## src/hw/rtl/bti_pkg.sv

```systemverilog
// Shared constants and types for the breakpoint table interpolator.
package bti_pkg;

	localparam int MAX_ENTRIES = 32;
	localparam int FRAC_BITS   = 16;
	localparam int IDX_W       = $clog2(MAX_ENTRIES);
	localparam int CNT_W       = $clog2(MAX_ENTRIES + 1);
	localparam int FRAME_W     = 21;
	localparam int FACT_W      = 8 + FRAC_BITS;
	localparam int VAL_W       = 32;
	localparam int TGT_W       = FRAME_W + 1;
	localparam int MA_W        = FACT_W + 1;
	localparam int MB_W        = TGT_W + 1;
	localparam int DVD_W       = MA_W + MB_W;
	localparam int DVS_W       = TGT_W;

	localparam logic [FACT_W-1:0] ONE_FX = FACT_W'(1) << FRAC_BITS;
	localparam logic signed [FRAME_W-1:0] FRAME_MAX = {1'b0, {(FRAME_W-1){1'b1}}};
	localparam logic signed [FRAME_W-1:0] FRAME_MIN = {1'b1, {(FRAME_W-1){1'b0}}};

	localparam logic [2:0] OP_INIT   = 3'd0;
	localparam logic [2:0] OP_EVAL   = 3'd1;
	localparam logic [2:0] OP_ADD    = 3'd2;
	localparam logic [2:0] OP_OFFSET = 3'd3;
	localparam logic [2:0] OP_REMOVE = 3'd4;
	localparam logic [2:0] OP_SPEED  = 3'd5;

	localparam logic [2:0] ST_OK        = 3'd0;
	localparam logic [2:0] ST_EXISTS    = 3'd1;
	localparam logic [2:0] ST_PROTECTED = 3'd2;
	localparam logic [2:0] ST_FULL      = 3'd3;
	localparam logic [2:0] ST_RANGE     = 3'd4;

	localparam logic REG_LENGTH = 1'b0;
	localparam logic REG_START  = 1'b1;

	typedef logic [2:0] cell_op_t;
	localparam cell_op_t CELL_HOLD = 3'd0;
	localparam cell_op_t CELL_INIT = 3'd1;
	localparam cell_op_t CELL_INS  = 3'd2;
	localparam cell_op_t CELL_REM  = 3'd3;
	localparam cell_op_t CELL_OFF  = 3'd4;

	typedef struct packed {
		cell_op_t            op;
		logic [IDX_W-1:0]    idx;
		logic [CNT_W-1:0]    count;
		logic [FRAME_W-1:0]  frame_new;
		logic [FACT_W-1:0]   factor_new;
		logic [FRAME_W-1:0]  shift;
		logic [FRAME_W-1:0]  last_frame;
	} cell_ctl_t;

endpackage

```

## src/hw/rtl/bti_cell.sv

```systemverilog
// One breakpoint cell: holds a frame and factor, shifts with its neighbors.
module bti_cell (
	input  logic                       clk,
	input  logic [bti_pkg::IDX_W-1:0]  my_idx,
	input  bti_pkg::cell_ctl_t         ctl,
	input  logic [bti_pkg::FRAME_W-1:0] prev_frame,
	input  logic [bti_pkg::FACT_W-1:0]  prev_factor,
	input  logic [bti_pkg::FRAME_W-1:0] next_frame,
	input  logic [bti_pkg::FACT_W-1:0]  next_factor,
	output logic [bti_pkg::FRAME_W-1:0] frame,
	output logic [bti_pkg::FACT_W-1:0]  factor
);
	import bti_pkg::*;

	logic [FRAME_W-1:0] frame_q;
	logic [FACT_W-1:0]  factor_q;
	logic signed [FRAME_W:0] sum;
	logic [FRAME_W-1:0] sat_sum;

	assign sum = $signed({frame_q[FRAME_W-1], frame_q}) +
		$signed({ctl.shift[FRAME_W-1], ctl.shift});

	always_comb begin
		if (sum > $signed({FRAME_MAX[FRAME_W-1], FRAME_MAX}))
			sat_sum = FRAME_MAX;
		else if (sum < $signed({FRAME_MIN[FRAME_W-1], FRAME_MIN}))
			sat_sum = FRAME_MIN;
		else
			sat_sum = sum[FRAME_W-1:0];
	end

	always_ff @(posedge clk) begin
		case (ctl.op)
			CELL_INIT: begin
				if (my_idx == IDX_W'(0)) begin
					frame_q  <= '0;
					factor_q <= '0;
				end else if (my_idx == IDX_W'(1)) begin
					frame_q  <= ctl.last_frame;
					factor_q <= ONE_FX;
				end
			end
			CELL_INS: begin
				if (my_idx > ctl.idx) begin
					frame_q  <= prev_frame;
					factor_q <= prev_factor;
				end else if (my_idx == ctl.idx) begin
					frame_q  <= ctl.frame_new;
					factor_q <= ctl.factor_new;
				end
			end
			CELL_REM: begin
				if (my_idx >= ctl.idx) begin
					frame_q  <= next_frame;
					factor_q <= next_factor;
				end
			end
			CELL_OFF: begin
				if (my_idx >= ctl.idx && {1'b0, my_idx} < ctl.count)
					frame_q <= sat_sum;
			end
			default: begin
			end
		endcase
	end

	assign frame  = frame_q;
	assign factor = factor_q;

endmodule

```

## config.mk

```make
export PLATFORM = sky130hd
export DESIGN_NAME = bti_cell
export DESIGN_NICKNAME = d
export VERILOG_FILES = /design/src/hw/rtl/bti_pkg.sv /design/src/hw/rtl/bti_cell.sv
export SDC_FILE = /design/constraint.sdc
export NUM_CORES = 1
export LEC_CHECK = 0
export CAP_MARGIN = 20
export CORE_MARGIN = 3
export CORE_UTILIZATION = 50
export CTS_CLUSTER_DIAMETER = 30
export DETAILED_ROUTE_END_ITERATION = 6
export DONT_BUFFER_PORTS = 1
export SYNTH_ARGS = -nofsm -noshare
export SYNTH_HDL_FRONTEND = slang
export SYNTH_SLANG_ARGS = --single-unit
```

## constraint.sdc

```tcl
create_clock -name clk -period 4.3 [get_ports clk]
set_clock_uncertainty 0.15 [all_clocks]
set_input_delay 0.215 -clock clk [delete_from_list [all_inputs] [get_ports clk]]
set_output_delay 0.215 -clock clk [all_outputs]
set_load 0.01 [all_outputs]
```

==> reports/summary.txt <==
status = complete, but fails checks
failing checks = negative hold slack
synthesized flop and latch total = 45
RR Startpoint = frame[0]
R2R cell count = 10
register-to-register setup slack = 1100 ps
most frequent cells in the layout = nor2_1, a21oi_1, mux2i_1, edfxtp_1, dlygate4sd3_1
commonest non-fill, non-tap cell in the layout = nor2_1
Port Buf Inserts = 0
Net Sw Frac = 35.8%
Max Freq = 0.313 GHz
root buffer cell = clkbuf_8
Top FF cell, synth = edfxtp_1
Max H-tree Level = 2
WL/cell = 23.3 µm
RSZ-0062 raised after global routing = no
vias in the first global route = 4292
peak supply drop = 0.000168 V
HP Class = in -> reg
EDFF count, synth = 45
Clock transition at path regs = 100 ps
Worst setup SP type = flip-flop
Post-CTS Resized = 0
Final Hold Violating Endpoints = 1
Overflow after GRT = 0
crit path time final = 3200 ps
final setup vio count = 0
initial core utilization = 51.8%
Worst Path Max Fanout = 16
share of layout cells above drive strength 1 = 5.83%
Pwr Density = 287 nW/µm²
Int Pwr = 944 µW
Clock Path Buffers = 2
total iterations of the first detailed-routing run = 5
final non-filler cell total = 657
worst slack at placement = 1180 ps
Yosys cell types = 59
endpoint of the worst-slack reg-to-reg timing path = frame[7]
placed cells = 605
warnings from Yosys = 0
final WL = 15300 µm
Final HPWL DP = 11500 µm
hold_buf cts = 42
Iter 0 DRT Violations = 262
Syn Nets = 758
antenna-violating nets left = 0
Switching Power = 526 µW
post-synthesis cell count = 530
asr flop ratio synth = 0%
Syn Area/Cell = 8.56 µm²
sequential area share after synthesis = 29.8%
clock insertion delay at the later pin of the skew report = 320 ps
die area = 10300 µm²
Ports = 242
all-layer global routing usage = 28.8%
critical path type = reg -> reg
Worst EP required = 4270 ps
HP Start = next_factor[21]
Max-cap violations = 0
initial antenna violation count = 0
combinational fraction of design power = 38.3%
Final Power = 1.47 mW
WHS Path Cells = 2
critical path arrival = 3170 ps
Final Worst Setup Slack = 1100 ps
total core area = 8760 µm²
Setup TNS = 0 ps
Max Slew Vio Count = 0
final net count = 776
Setup Fix Bufs, Post-CTS = 0
Std-Cell Rows = 34
Cell Area, Placed = 4570 µm²
die height = 101 µm
DR vias = 4294
largest net degree at the start of global routing = 93
die span in x = 101 µm
Netlist Area Pre-Place = 4540 µm²
Final Cell Area = 5130 µm²
Clk pwr share = 23.7%
Setup crit end kind = flip-flop
RePlAce Congestion = 0.879
via/cell ratio = 6.54
Antenna diodes = 0
P_leak = 1.98 nW
share of power burned in registers = 38.0%
CTS Buf Count = 5
first-pass GRT wire length = 22900 µm
residual DRC count = 0
CTS tree = done
WHS = -4.60 ps
CTS Sinks = 45
worst hold endpoint = factor[21]
slew margin rel. = 59.9%
Layout area overhead = 13.1%
Slew @ Worst Pin = 598 ps
Final period util = 74.4%
==> cell type report <==
class	count	area [µm²]
Fill cell	785	3630
Multi-Input combinational cell	423	2950
Sequential cell	45	1350
Timing Repair Buffer	52	505
Tap cell	108	135
Inverter	21	78.8
Clock buffer	5	68.8
Clock inverter	3	46.3
==> per-layer routing <==
| metal | track usage, % | vias up | share of wire [%] |
|---|---|---|---|
| li1 | - | 2032 | - |
| met1 | 34.3 | 2025 | 37 |
| met2 | 50.9 | 212 | 51 |
| met3 | 7.51 | 25 | 10 |
| met4 | 8.08 | 0 | 2.0 |
| met5 | 0 | - | 0 |
==> Yosys cell counts, types with 2 or more instances <==
cell type	n	area, µm²
o21bai_1	2	15.0
o31ai_1	3	22.5
xnor2_1	9	78.8
inv_1	21	78.8
nor2b_1	4	25.0
a211o_1	3	26.3
a31oi_1	6	37.5
buf_4	2	15.0
o21a_1	6	45.0
o221ai_1	13	114
and3_1	3	18.8
edfxtp_1	45	1350
o21ai_1	7	35.0
nor3_1	14	70.1
nor2_1	62	233
a21o_1	14	105
a311oi_1	2	17.5
clkbuf_1	19	71.3
nand4_1	6	37.5
nand3_1	6	30.0
a211oi_1	6	45.0
xor2_1	7	61.3
o21ai_0	30	150
nand2b_1	5	31.3
ha_1	30	375
nand2_1	38	143
o211ai_1	4	30.0
mux2i_1	46	460
a21oi_1	49	245
a222oi_1	8	80.1
buf_2	18	90.1
a22oi_1	13	97.6
a32oi_1	3	26.3
==> registers in the layout (all words and copies together), names as in the netlist <==
| register | flops |
|---|---|
| factor | 24 |
| frame | 21 |
==> worst max-delay path, stage by stage (launching register included) <==
cell and delay [ps]:
edfxtp_1 430, ha_1 190, inv_1 50, fa_1 400, nor2b_1 280, o2111ai_2 170, a31oi_1 260, o21a_1 170
or3_1 360, nand2_4 220, o221ai_1 320
==> through the flow <==
| stage | util, % | hold slack (ps) |
|---|---|---|
| global route | 58.6 | 5.44 |
| finish | 58.6 | -4.60 |
| global placement | 52.2 | 291 |
| CTS | 58.3 | 0.368 |
| detailed placement | 52.2 | 290 |
| floorplan | - | 282 |
==> kinds of logic after synthesis <==
logic type | after synthesis | synth area share, %
fa+ha+maj | 31 | 8.71
flops | 45 | 29.8
buf+inv | 62 | 5.96
compound gates | 180 | 27.1
mux | 46 | 10.1
xor+xnor | 16 | 3.09
simple gates | 150 | 15.2
==> power groups by stage <==
stage	Combinational (mW)	Clock, mW	Sequential, mW
6_report	0.563	0.348	0.559
5_1_grt	0.620	0.366	0.562
4_1_cts	0.553	0.346	0.560
3_5_place_dp	0.509	0	0.569
3_3_place_gp	0.504	0	0.570
2_1_floorplan	0.418	0	0.560
==> how the worst max path moves through the flow <==
stage / from / endpoint / slack [ps] / cells past startpoint
floorplan: my_idx[1] / frame[0] / 610 / 4
global placement: frame[15] / frame[7] / 1200 / 7
detailed placement: frame[0] / frame[7] / 1180 / 10
CTS: frame[0] / frame[7] / 1140 / 10
global route: frame[0] / frame[7] / 950 / 10
finish: frame[0] / frame[7] / 1100 / 10
No activity file was read; power rests on OpenSTA's default activity.
