<file path="src/hw/rtl/bti_pkg.sv">
// Shared constants and types for the breakpoint table interpolator.
package bti_pkg;

	localparam int MAX_ENTRIES = 32;
	localparam int FRAC_BITS   = 16;
	localparam int IDX_W       = $clog2(MAX_ENTRIES);
	localparam int CNT_W       = $clog2(MAX_ENTRIES + 1);
	localparam int FRAME_W     = 21;
	localparam int FACT_W      = 8 + FRAC_BITS;
	localparam int VAL_W       = 32;
	localparam int TGT_W       = FRAME_W + 1;
	localparam int MA_W        = FACT_W + 1;
	localparam int MB_W        = TGT_W + 1;
	localparam int DVD_W       = MA_W + MB_W;
	localparam int DVS_W       = TGT_W;

	localparam logic [FACT_W-1:0] ONE_FX = FACT_W'(1) << FRAC_BITS;
	localparam logic signed [FRAME_W-1:0] FRAME_MAX = {1'b0, {(FRAME_W-1){1'b1}}};
	localparam logic signed [FRAME_W-1:0] FRAME_MIN = {1'b1, {(FRAME_W-1){1'b0}}};

	localparam logic [2:0] OP_INIT   = 3'd0;
	localparam logic [2:0] OP_EVAL   = 3'd1;
	localparam logic [2:0] OP_ADD    = 3'd2;
	localparam logic [2:0] OP_OFFSET = 3'd3;
	localparam logic [2:0] OP_REMOVE = 3'd4;
	localparam logic [2:0] OP_SPEED  = 3'd5;

	localparam logic [2:0] ST_OK        = 3'd0;
	localparam logic [2:0] ST_EXISTS    = 3'd1;
	localparam logic [2:0] ST_PROTECTED = 3'd2;
	localparam logic [2:0] ST_FULL      = 3'd3;
	localparam logic [2:0] ST_RANGE     = 3'd4;

	localparam logic REG_LENGTH = 1'b0;
	localparam logic REG_START  = 1'b1;

	typedef logic [2:0] cell_op_t;
	localparam cell_op_t CELL_HOLD = 3'd0;
	localparam cell_op_t CELL_INIT = 3'd1;
	localparam cell_op_t CELL_INS  = 3'd2;
	localparam cell_op_t CELL_REM  = 3'd3;
	localparam cell_op_t CELL_OFF  = 3'd4;

	typedef struct packed {
		cell_op_t            op;
		logic [IDX_W-1:0]    idx;
		logic [CNT_W-1:0]    count;
		logic [FRAME_W-1:0]  frame_new;
		logic [FACT_W-1:0]   factor_new;
		logic [FRAME_W-1:0]  shift;
		logic [FRAME_W-1:0]  last_frame;
	} cell_ctl_t;

endpackage

</file>
<file path="src/hw/rtl/bti_div.sv">
// Serial signed divider, one quotient bit per cycle, truncating toward zero.
module bti_div (
	input  logic                             clk,
	input  logic                             arst_n,
	input  logic                             go,
	input  logic signed [bti_pkg::DVD_W-1:0] dividend,
	input  logic signed [bti_pkg::DVS_W-1:0] divisor,
	output logic                             done,
	output logic signed [bti_pkg::DVD_W-1:0] quotient
);
	import bti_pkg::*;

	localparam int CW = $clog2(DVD_W + 1);

	logic [CW-1:0]    cnt_q;
	logic             busy_q;
	logic             done_q;
	logic [DVD_W-1:0] quo_q;
	logic [DVS_W-1:0] rem_q;
	logic [DVS_W-1:0] dvs_q;
	logic             neg_q;
	logic [DVS_W:0]   sh;
	logic             fits;

	assign sh   = {rem_q, quo_q[DVD_W-1]};
	assign fits = sh >= {1'b0, dvs_q};

	always_ff @(posedge clk or negedge arst_n) begin
		if (!arst_n) begin
			busy_q <= 1'b0;
			done_q <= 1'b0;
			cnt_q  <= '0;
		end else begin
			done_q <= 1'b0;
			if (go) begin
				busy_q <= 1'b1;
				cnt_q  <= CW'(DVD_W);
			end else if (busy_q) begin
				cnt_q <= cnt_q - 1'b1;
				if (cnt_q == CW'(1)) begin
					busy_q <= 1'b0;
					done_q <= 1'b1;
				end
			end
		end
	end

	always_ff @(posedge clk) begin
		if (go) begin
			quo_q <= dividend[DVD_W-1] ? DVD_W'(-dividend) : DVD_W'(dividend);
			dvs_q <= divisor[DVS_W-1] ? DVS_W'(-divisor) : DVS_W'(divisor);
			neg_q <= dividend[DVD_W-1] ^ divisor[DVS_W-1];
			rem_q <= '0;
		end else if (busy_q) begin
			rem_q <= fits ? DVS_W'(sh - {1'b0, dvs_q}) : sh[DVS_W-1:0];
			quo_q <= {quo_q[DVD_W-2:0], fits};
		end
	end

	assign done     = done_q;
	assign quotient = neg_q ? -$signed(quo_q) : $signed(quo_q);

endmodule

</file>
<file path="config.mk">
export PLATFORM = sky130hd
export DESIGN_NAME = bti_div
export DESIGN_NICKNAME = d
export VERILOG_FILES = /design/src/hw/rtl/bti_pkg.sv /design/src/hw/rtl/bti_div.sv
export SDC_FILE = /design/constraint.sdc
export NUM_CORES = 1
export LEC_CHECK = 0
export BUFFER_PORTS_ARGS = -buffer_cell sky130_fd_sc_hd__buf_2
export CAP_MARGIN = 15
export CORE_UTILIZATION = 45
export CTS_CLUSTER_DIAMETER = 40
export CTS_CLUSTER_SIZE = 14
export DETAILED_ROUTE_END_ITERATION = 8
export PLACE_DENSITY_LB_ADDON = 0.1
export SLEW_MARGIN = 20
export SYNTH_ARGS = -nofsm -noshare
export SYNTH_HDL_FRONTEND = slang
export SYNTH_SLANG_ARGS = --single-unit
</file>
<file path="constraint.sdc">
create_clock -name clk -period 10.1 [get_ports clk]
set_clock_uncertainty 0.05 [all_clocks]
set_input_delay 2.02 -clock clk [delete_from_list [all_inputs] [get_ports clk]]
set_output_delay 2.02 -clock clk [all_outputs]
set_load 0.005 [all_outputs]
</file>
==> results of run 1 <==
==> path summary, 6_finish.rpt <==
kind,start,endpoint,slack (ns),cells past startpoint
min in group asynchronous,arst_n,done$_DFF_PN0_,1.45,1
max in group asynchronous,arst_n,cnt_q[3]$_DFFE_PN0P_,8.38,1
max reg2reg,dvs_q[3]$_DFFE_PP_,rem_q[16]$_SDFFE_PP0P_,6.97,10
max,quo_q[6]$_DFFE_PP_,quotient[37],4.39,9
min,rem_q[3]$_SDFFE_PP0P_,rem_q[3]$_SDFFE_PP0P_,0.46,2
min reg2reg,rem_q[3]$_SDFFE_PP0P_,rem_q[3]$_SDFFE_PP0P_,0.46,2
==> per-stage QoR <==
stage	setup WS (ns)	hold WS, ns
after floorplan	5.16	0.407
after global placement	4.66	0.448
after detailed placement	4.60	0.454
after CTS	4.37	0.465
after global routing	4.12	0.488
final	4.39	0.463
==> cell usage in the layout (no fill, tap or decap), drive strengths merged, types with 4 or more instances in the layout <==
| master | n |
|---|---|
| dfxtp | 22 |
| xnor2 | 78 |
| xor2 | 54 |
| inv | 35 |
| buf | 126 |
| nor3 | 16 |
| o21ai | 62 |
| o31ai | 37 |
| edfxtp | 71 |
| clkbuf | 11 |
| clkinv | 4 |
| o21bai | 4 |
| a21oi | 60 |
| nand2b | 9 |
| o41ai | 16 |
| nor2 | 82 |
| nor4 | 9 |
| a211oi | 5 |
| dfrtp | 8 |
| or2 | 7 |
| a21o | 10 |
| nand4 | 5 |
| nand2 | 61 |
| ha | 27 |
| o211ai | 14 |
| nor2b | 4 |
| or4 | 18 |
| nand3 | 21 |
| a311oi | 11 |
| or3 | 18 |
==> routing by layer <==
layer	track usage, %	vias up	part of all wire (%)
met5	0	-	0
met2	35.2	167	47
li1	-	3310	-
met3	2.82	22	4.3
met1	27.2	3023	47
met4	6.91	0	1.7
==> cell usage after synthesis, drive strengths merged, types with 4 or more instances <==
cell type	n
o41ai	16
nor2	82
dfxtp	22
nand4	5
ha	27
o31ai	37
dfrtp	8
a311oi	11
nor3	16
o211ai	14
edfxtp	71
xnor2	78
nand2	61
clkbuf	35
a211oi	5
o21bai	4
a21oi	60
nand3	21
or2	7
or3	18
or4	18
nor2b	4
nand2b	9
inv	36
buf	4
xor2	54
nor4	9
o21ai	62
a21o	10
==> report_power, final <==
group	switching [mW]	internal, mW
combinational	0.331	0.275
sequential	0.0728	0.525
clock	0.153	0.222
==> cell families after synthesis <==
group | after synthesis
and+or+nand+nor | 266
xor gates and xnor gates | 132
muxes | 5
buffers and inverters | 75
DFF | 101
adders and majority gates | 28
AOI/OAI and AO/OA | 240
==> worst max-delay path: stages, from the launching register on <==
cell and delay (ns):
edfxtp_1 0.42, or4_1 0.61, nor4_1 0.52, nand3_1 0.23, or3_1 0.44, nor3_1 0.23
nand2_1 0.20, o41ai_1 0.35, xnor2_1 0.15, buf_2 0.12
==> final cells by class <==
type,count,area share (%)
Multi-Input combinational cell,671,52.0
Clock buffer,11,2.81
Sequential cell,101,32.1
Timing Repair Buffer,126,7.49
Inverter,36,1.58
Tap cell,216,3.13
Clock inverter,5,0.856
==> state kept, by name, indices dropped and copies added, names as in the netlist <==
signal	count
dvs_q	22
neg_q	1
busy_q	1
cnt_q	6
quo_q	48
done	1
rem_q	22
==> flow_metrics.py, run 1 <==
metrics = {
    "run_status": {
        "status": "finished clean",
    },
    "synth": {
        "ys_warn_count": 0,
        "synth_edf_count": 71,
        "synth-adder-area-share_pct": 4.75,
        "avgSynthCellArea_um2": 8.89,
        "synth_top_cell_by_area": "edfxtp_1",
        "ys_seq_area_share_pct": 36.8,
        "synth_mux_area_share_pct": 0.765,
        "synth_compound_area_share_pct": 20.8,
        "synth_cells": 847,
        "syn_nets": 948,
        "async_flop_share_pct": 7.92,
        "synth.cell_area_um2": 7530,
        "synth_top_area_share_pct": 28.3,
        "synth_seq_cells": 101,
        "synth_simple_gate_area_share_pct": 17.7,
        "synth_xor_xnor_area_share_pct": 15.4,
        "synth_top_family_by_area": "compound AO/OA/AOI/OAI gates",
        "synth_ff_type": "edfxtp_1",
        "synth_area_leaders": "edfxtp_1 (28%), xnor2_1 (9.1%), xor2_1 (6.3%)",
        "yosysUniqueCellTypes": 62,
    },
    "route": {
        "totalWireLength_um": 17500,
        "viasPerCell": 5.59,
        "drtPass1Iterations": 5,
        "initialDrtViolationCount": 414,
        "wire_per_inst_um": 15.0,
        "ant_nets": 0,
        "drc": 0,
        "via_count": 6522,
    },
    "place": {
        "post-dp-hpwl_um": 13100,
        "placed_cells": 1150,
        "placed_cell_area_um2": 8310,
        "place.gp.congestion": 0.900,
        "port_buffers": 121,
    },
    "timing": {
        "fmax_mhz": 175,
        "maxSlewHeadroom_pct": 33.1,
        "tightestPinTransition_ns": 1.00,
        "setup_viol": 0,
        "slew_violations": 0,
        "hold_viol": 0,
        "finalCritPeriodShare_pct": 56.5,
        "period_minus_slack_ns": 5.71,
        "tns_ns": 0,
        "rsz0062_at_grt": "no",
    },
    "die": {
        "ios": 122,
        "die_h_um": 131,
        "core-area_um2": 16100,
        "rows": 46,
        "start_util_pct": 46.7,
        "die_w_um": 131,
        "die_area_um2": 17300,
    },
    "critical_path": {
        "endpoint_kind": "output port",
        "cp_data_arrival_time_ns": 3.64,
        "critPathKind": "register to output port",
        "cp_max_fo": 5,
        "cp-start-kind": "register",
        "required_ns": 8.03,
    },
    "power": {
        "p_total_mw": 1.58,
        "leakage_nw": 3.40,
        "pwr_density_cell_nw_per_um2": 183,
        "vdd_drop_max_uv": 94.6,
    },
    "grt": {
        "grt_max_degree": 101,
        "grt_pass1_vias": 5992,
        "grt_overflow_total": 0,
        "grt_antenna_before_repair": 0,
        "track_usage_pct": 20.8,
        "grt_pass1_wl_um": 29300,
    },
    "cts": {
        "cts_buffers": 9,
        "cts.root.buffer_cell": "clkbuf_16",
        "htreeDepth": 3,
        "cts_tree": "built",
        "clk_latency_ns": 0.35,
        "clk_path_buf_depth": 2,
        "postCtsSetupRepairBufs": 0,
        "postCtsResizedCells": 0,
        "ctsHoldBuffers": 0,
        "path_clk_slew_ns": 0.07,
        "clock_sinks": 101,
    },
    "cells_and_area": {
        "multiInputGateArea_um2": 4480,
        "diodes": 0,
        "fillers": 1560,
        "drive_above_1_share_pct": 17.4,
        "regArea_um2": 2770,
        "final_cells": 1166,
        "area_growth_pct": 14.6,
        "num-nets-final": 1046,
        "fin_area_um2": 8620,
        "final_util_pct": 53.5,
    },
    "run": {
        "max_cap_violations": 0,
    },
    "min_path": {
        "hp-class": "register to register",
    },
}
(Power assumes the default switching activity.)
==> run 2, diff against run 1 <==
Clock period 10.1 ns to 4.9 ns, I/O delays scaled along.
==> run 2 against run 1 <==
- final area grew 0.28%
- global-route usage grew 0.48 points
- flip-flop and latch count is the same
- utilization grew 0.15 points
- total power grew 110%
- combinational power grew 110%
- critical path type unchanged
- sequential power grew 110%
==> flow_metrics.py, run 2 (synthesis results as in run 1) <==
metrics = {
    "run_status": {
        "status": "finished clean",
    },
    "power": {
        "leakage_nw": 3.40,
        "p_switching_mw": 1.18,
        "swShare_pct": 36.0,
        "pwr_density_cell_nw_per_um2": 380,
        "vdd_drop_max_uv": 218,
        "p_comb_share_pct": 38.2,
        "clkPwrFrac_pct": 24.2,
        "p_seq_share_pct": 37.5,
        "internal_power_mw": 2.10,
    },
    "grt": {
        "track_usage_pct": 21.3,
        "use_met1_pct": 27.8,
        "use_met2_pct": 35.6,
        "use_met3_pct": 3.05,
        "grt_overflow_total": 0,
        "grt_busiest_layer": "met2",
        "grt_pass1_wl_um": 29900,
        "grt_max_degree": 95,
        "grt_pass1_vias": 6187,
        "grt_antenna_before_repair": 0,
    },
    "place": {
        "place.gp.congestion": 0.869,
        "port_buffers": 121,
        "post-dp-hpwl_um": 13100,
        "placed_cells": 1153,
    },
    "cts": {
        "ctsHoldBuffers": 0,
        "cts_tree": "built",
        "clock_sinks": 101,
        "clk_latency_ns": 0.36,
        "cts.root.buffer_cell": "clkbuf_16",
        "clk_path_buf_depth": 2,
        "cts_buffers": 9,
        "postCtsResizedCells": 0,
        "postCtsSetupRepairBufs": 0,
        "path_clk_slew_ns": 0.07,
        "htreeDepth": 3,
    },
    "cells_and_area": {
        "diodes": 0,
        "final_cells": 1169,
        "largest_registers": "quo_q x48, dvs_q x22, rem_q x22",
        "top_register": "quo_q",
        "layout_commonest_cell": "buf_2",
        "num-nets-final": 1049,
        "largest_register_ffs": 48,
        "area_growth_pct": 14.9,
        "fillers": 1550,
        "final_cell_mix": "buf_2 (120), nor2_1 (82), xnor2_1 (78), edfxtp_1 (71), o21ai_0 (62)",
        "drive_above_1_share_pct": 17.8,
        "final_util_pct": 53.7,
    },
    "critical_path": {
        "critPathKind": "register to output port",
        "cp_max_fo": 5,
        "cp_data_arrival_time_ns": 3.62,
        "critical_path_buf_inv_count": 1,
        "cp_slowest_stage_delay_ns": 0.61,
        "required_ns": 3.87,
        "cp-start-kind": "register",
        "endpoint_kind": "output port",
        "slowest_stage": "or4_1",
        "critPathTopFamily": "simple AND/OR/NAND/NOR gates",
        "crit_chain": "or4_1 > nor4_1 > nand3_1 > or3_1 > nor3_1 > nand2_1 > o41ai_1 > xnor2_1 > buf_2",
    },
    "timing": {
        "fmax_mhz": 215,
        "tightestPinTransition_ns": 0.884,
        "slew_violations": 0,
        "rsz0062_at_grt": "no",
        "hold_viol": 0,
        "finalCritPeriodShare_pct": 95.0,
        "maxSlewHeadroom_pct": 41.1,
        "setup_viol": 0,
        "period_minus_slack_ns": 4.65,
        "tns_ns": 0,
    },
    "route": {
        "drc": 0,
        "initialDrtViolationCount": 381,
        "ant_nets": 0,
        "wire_per_inst_um": 15.2,
        "viasPerCell": 5.56,
        "via_count": 6494,
        "totalWireLength_um": 17800,
        "drtPass1Iterations": 4,
    },
    "min_path": {
        "hp-class": "input port to asynchronous set/reset pin",
    },
    "die": {
        "die_h_um": 131,
        "die_area_um2": 17300,
        "ios": 122,
        "core-area_um2": 16100,
        "rows": 46,
        "start_util_pct": 46.7,
        "die_w_um": 131,
    },
    "run": {
        "max_cap_violations": 0,
    },
}
run 2: changes by cell type in the layout (fill, tap and decap cells not counted):
cell / change
a211oi_2: +1
clkbuf_1: -1
clkinv_1: -1
clkbuf_8: -1
a211oi_4: -1
clkinv_2: -2
clkinv_4: +2
buf_4: +3
clkinvlp_4: +3
run 2: final timing paths:
path	slack, ns	end	depth (start not counted)	start
min in group clk	0.46	rem_q[13]$_SDFFE_PP0P_	2	rem_q[12]$_SDFFE_PP0P_
setup reg to reg	1.80	rem_q[16]$_SDFFE_PP0P_	10	dvs_q[2]$_DFFE_PP_
hold / removal	0.40	cnt_q[5]$_DFFE_PN0P_	1	arst_n
setup / recovery	0.25	quotient[37]	9	quo_q[6]$_DFFE_PP_
max in group asynchronous	4.23	cnt_q[2]$_DFFE_PN0P_	1	arst_n
hold reg to reg	0.46	rem_q[13]$_SDFFE_PP0P_	2	rem_q[12]$_SDFFE_PP0P_
run 2: stage by stage:
step / hold slack [ns] / worst slack (ns) / cell area, um^2 / total power, mW
floorplan: 0.407 / 0.997 / 7530 / 2.12
global placement: 0.446 / 0.542 / 8320 / 2.50
detailed placement: 0.452 / 0.490 / 8320 / 2.50
CTS: 0.391 / 0.225 / 8650 / 3.30
global route: 0.411 / 0.0828 / 8650 / 3.51
finish: 0.396 / 0.246 / 8650 / 3.28
run 2: cell type report:
type,count,area [um^2],area share [%]
Multi-Input combinational cell,671,4480,51.8
Sequential cell,101,2770,32.1
Inverter,36,136,1.58
Timing Repair Buffer,129,668,7.73
Tap cell,216,270,3.12
Clock inverter,7,100,1.16
Clock buffer,9,225,2.60
run 2: power groups by stage:
| stage | logic, mW | registers [mW] | clock network (mW) |
|---|---|---|---|
| after detailed placement | 1.25 | 1.25 | 0 |
| final | 1.25 | 1.23 | 0.796 |
| after floorplan | 0.924 | 1.20 | 0 |
| after CTS | 1.26 | 1.23 | 0.810 |
| after global placement | 1.25 | 1.25 | 0 |
| after global routing | 1.41 | 1.25 | 0.843 |
run 2: metal layers:
| metal | up-vias | wire length [um] |
|---|---|---|
| met5 | - | 0 |
| met4 | 0 | 346 |
| met3 | 18 | 806 |
| met2 | 172 | 8220 |
| met1 | 2995 | 8440 |
| li1 | 3309 | - |
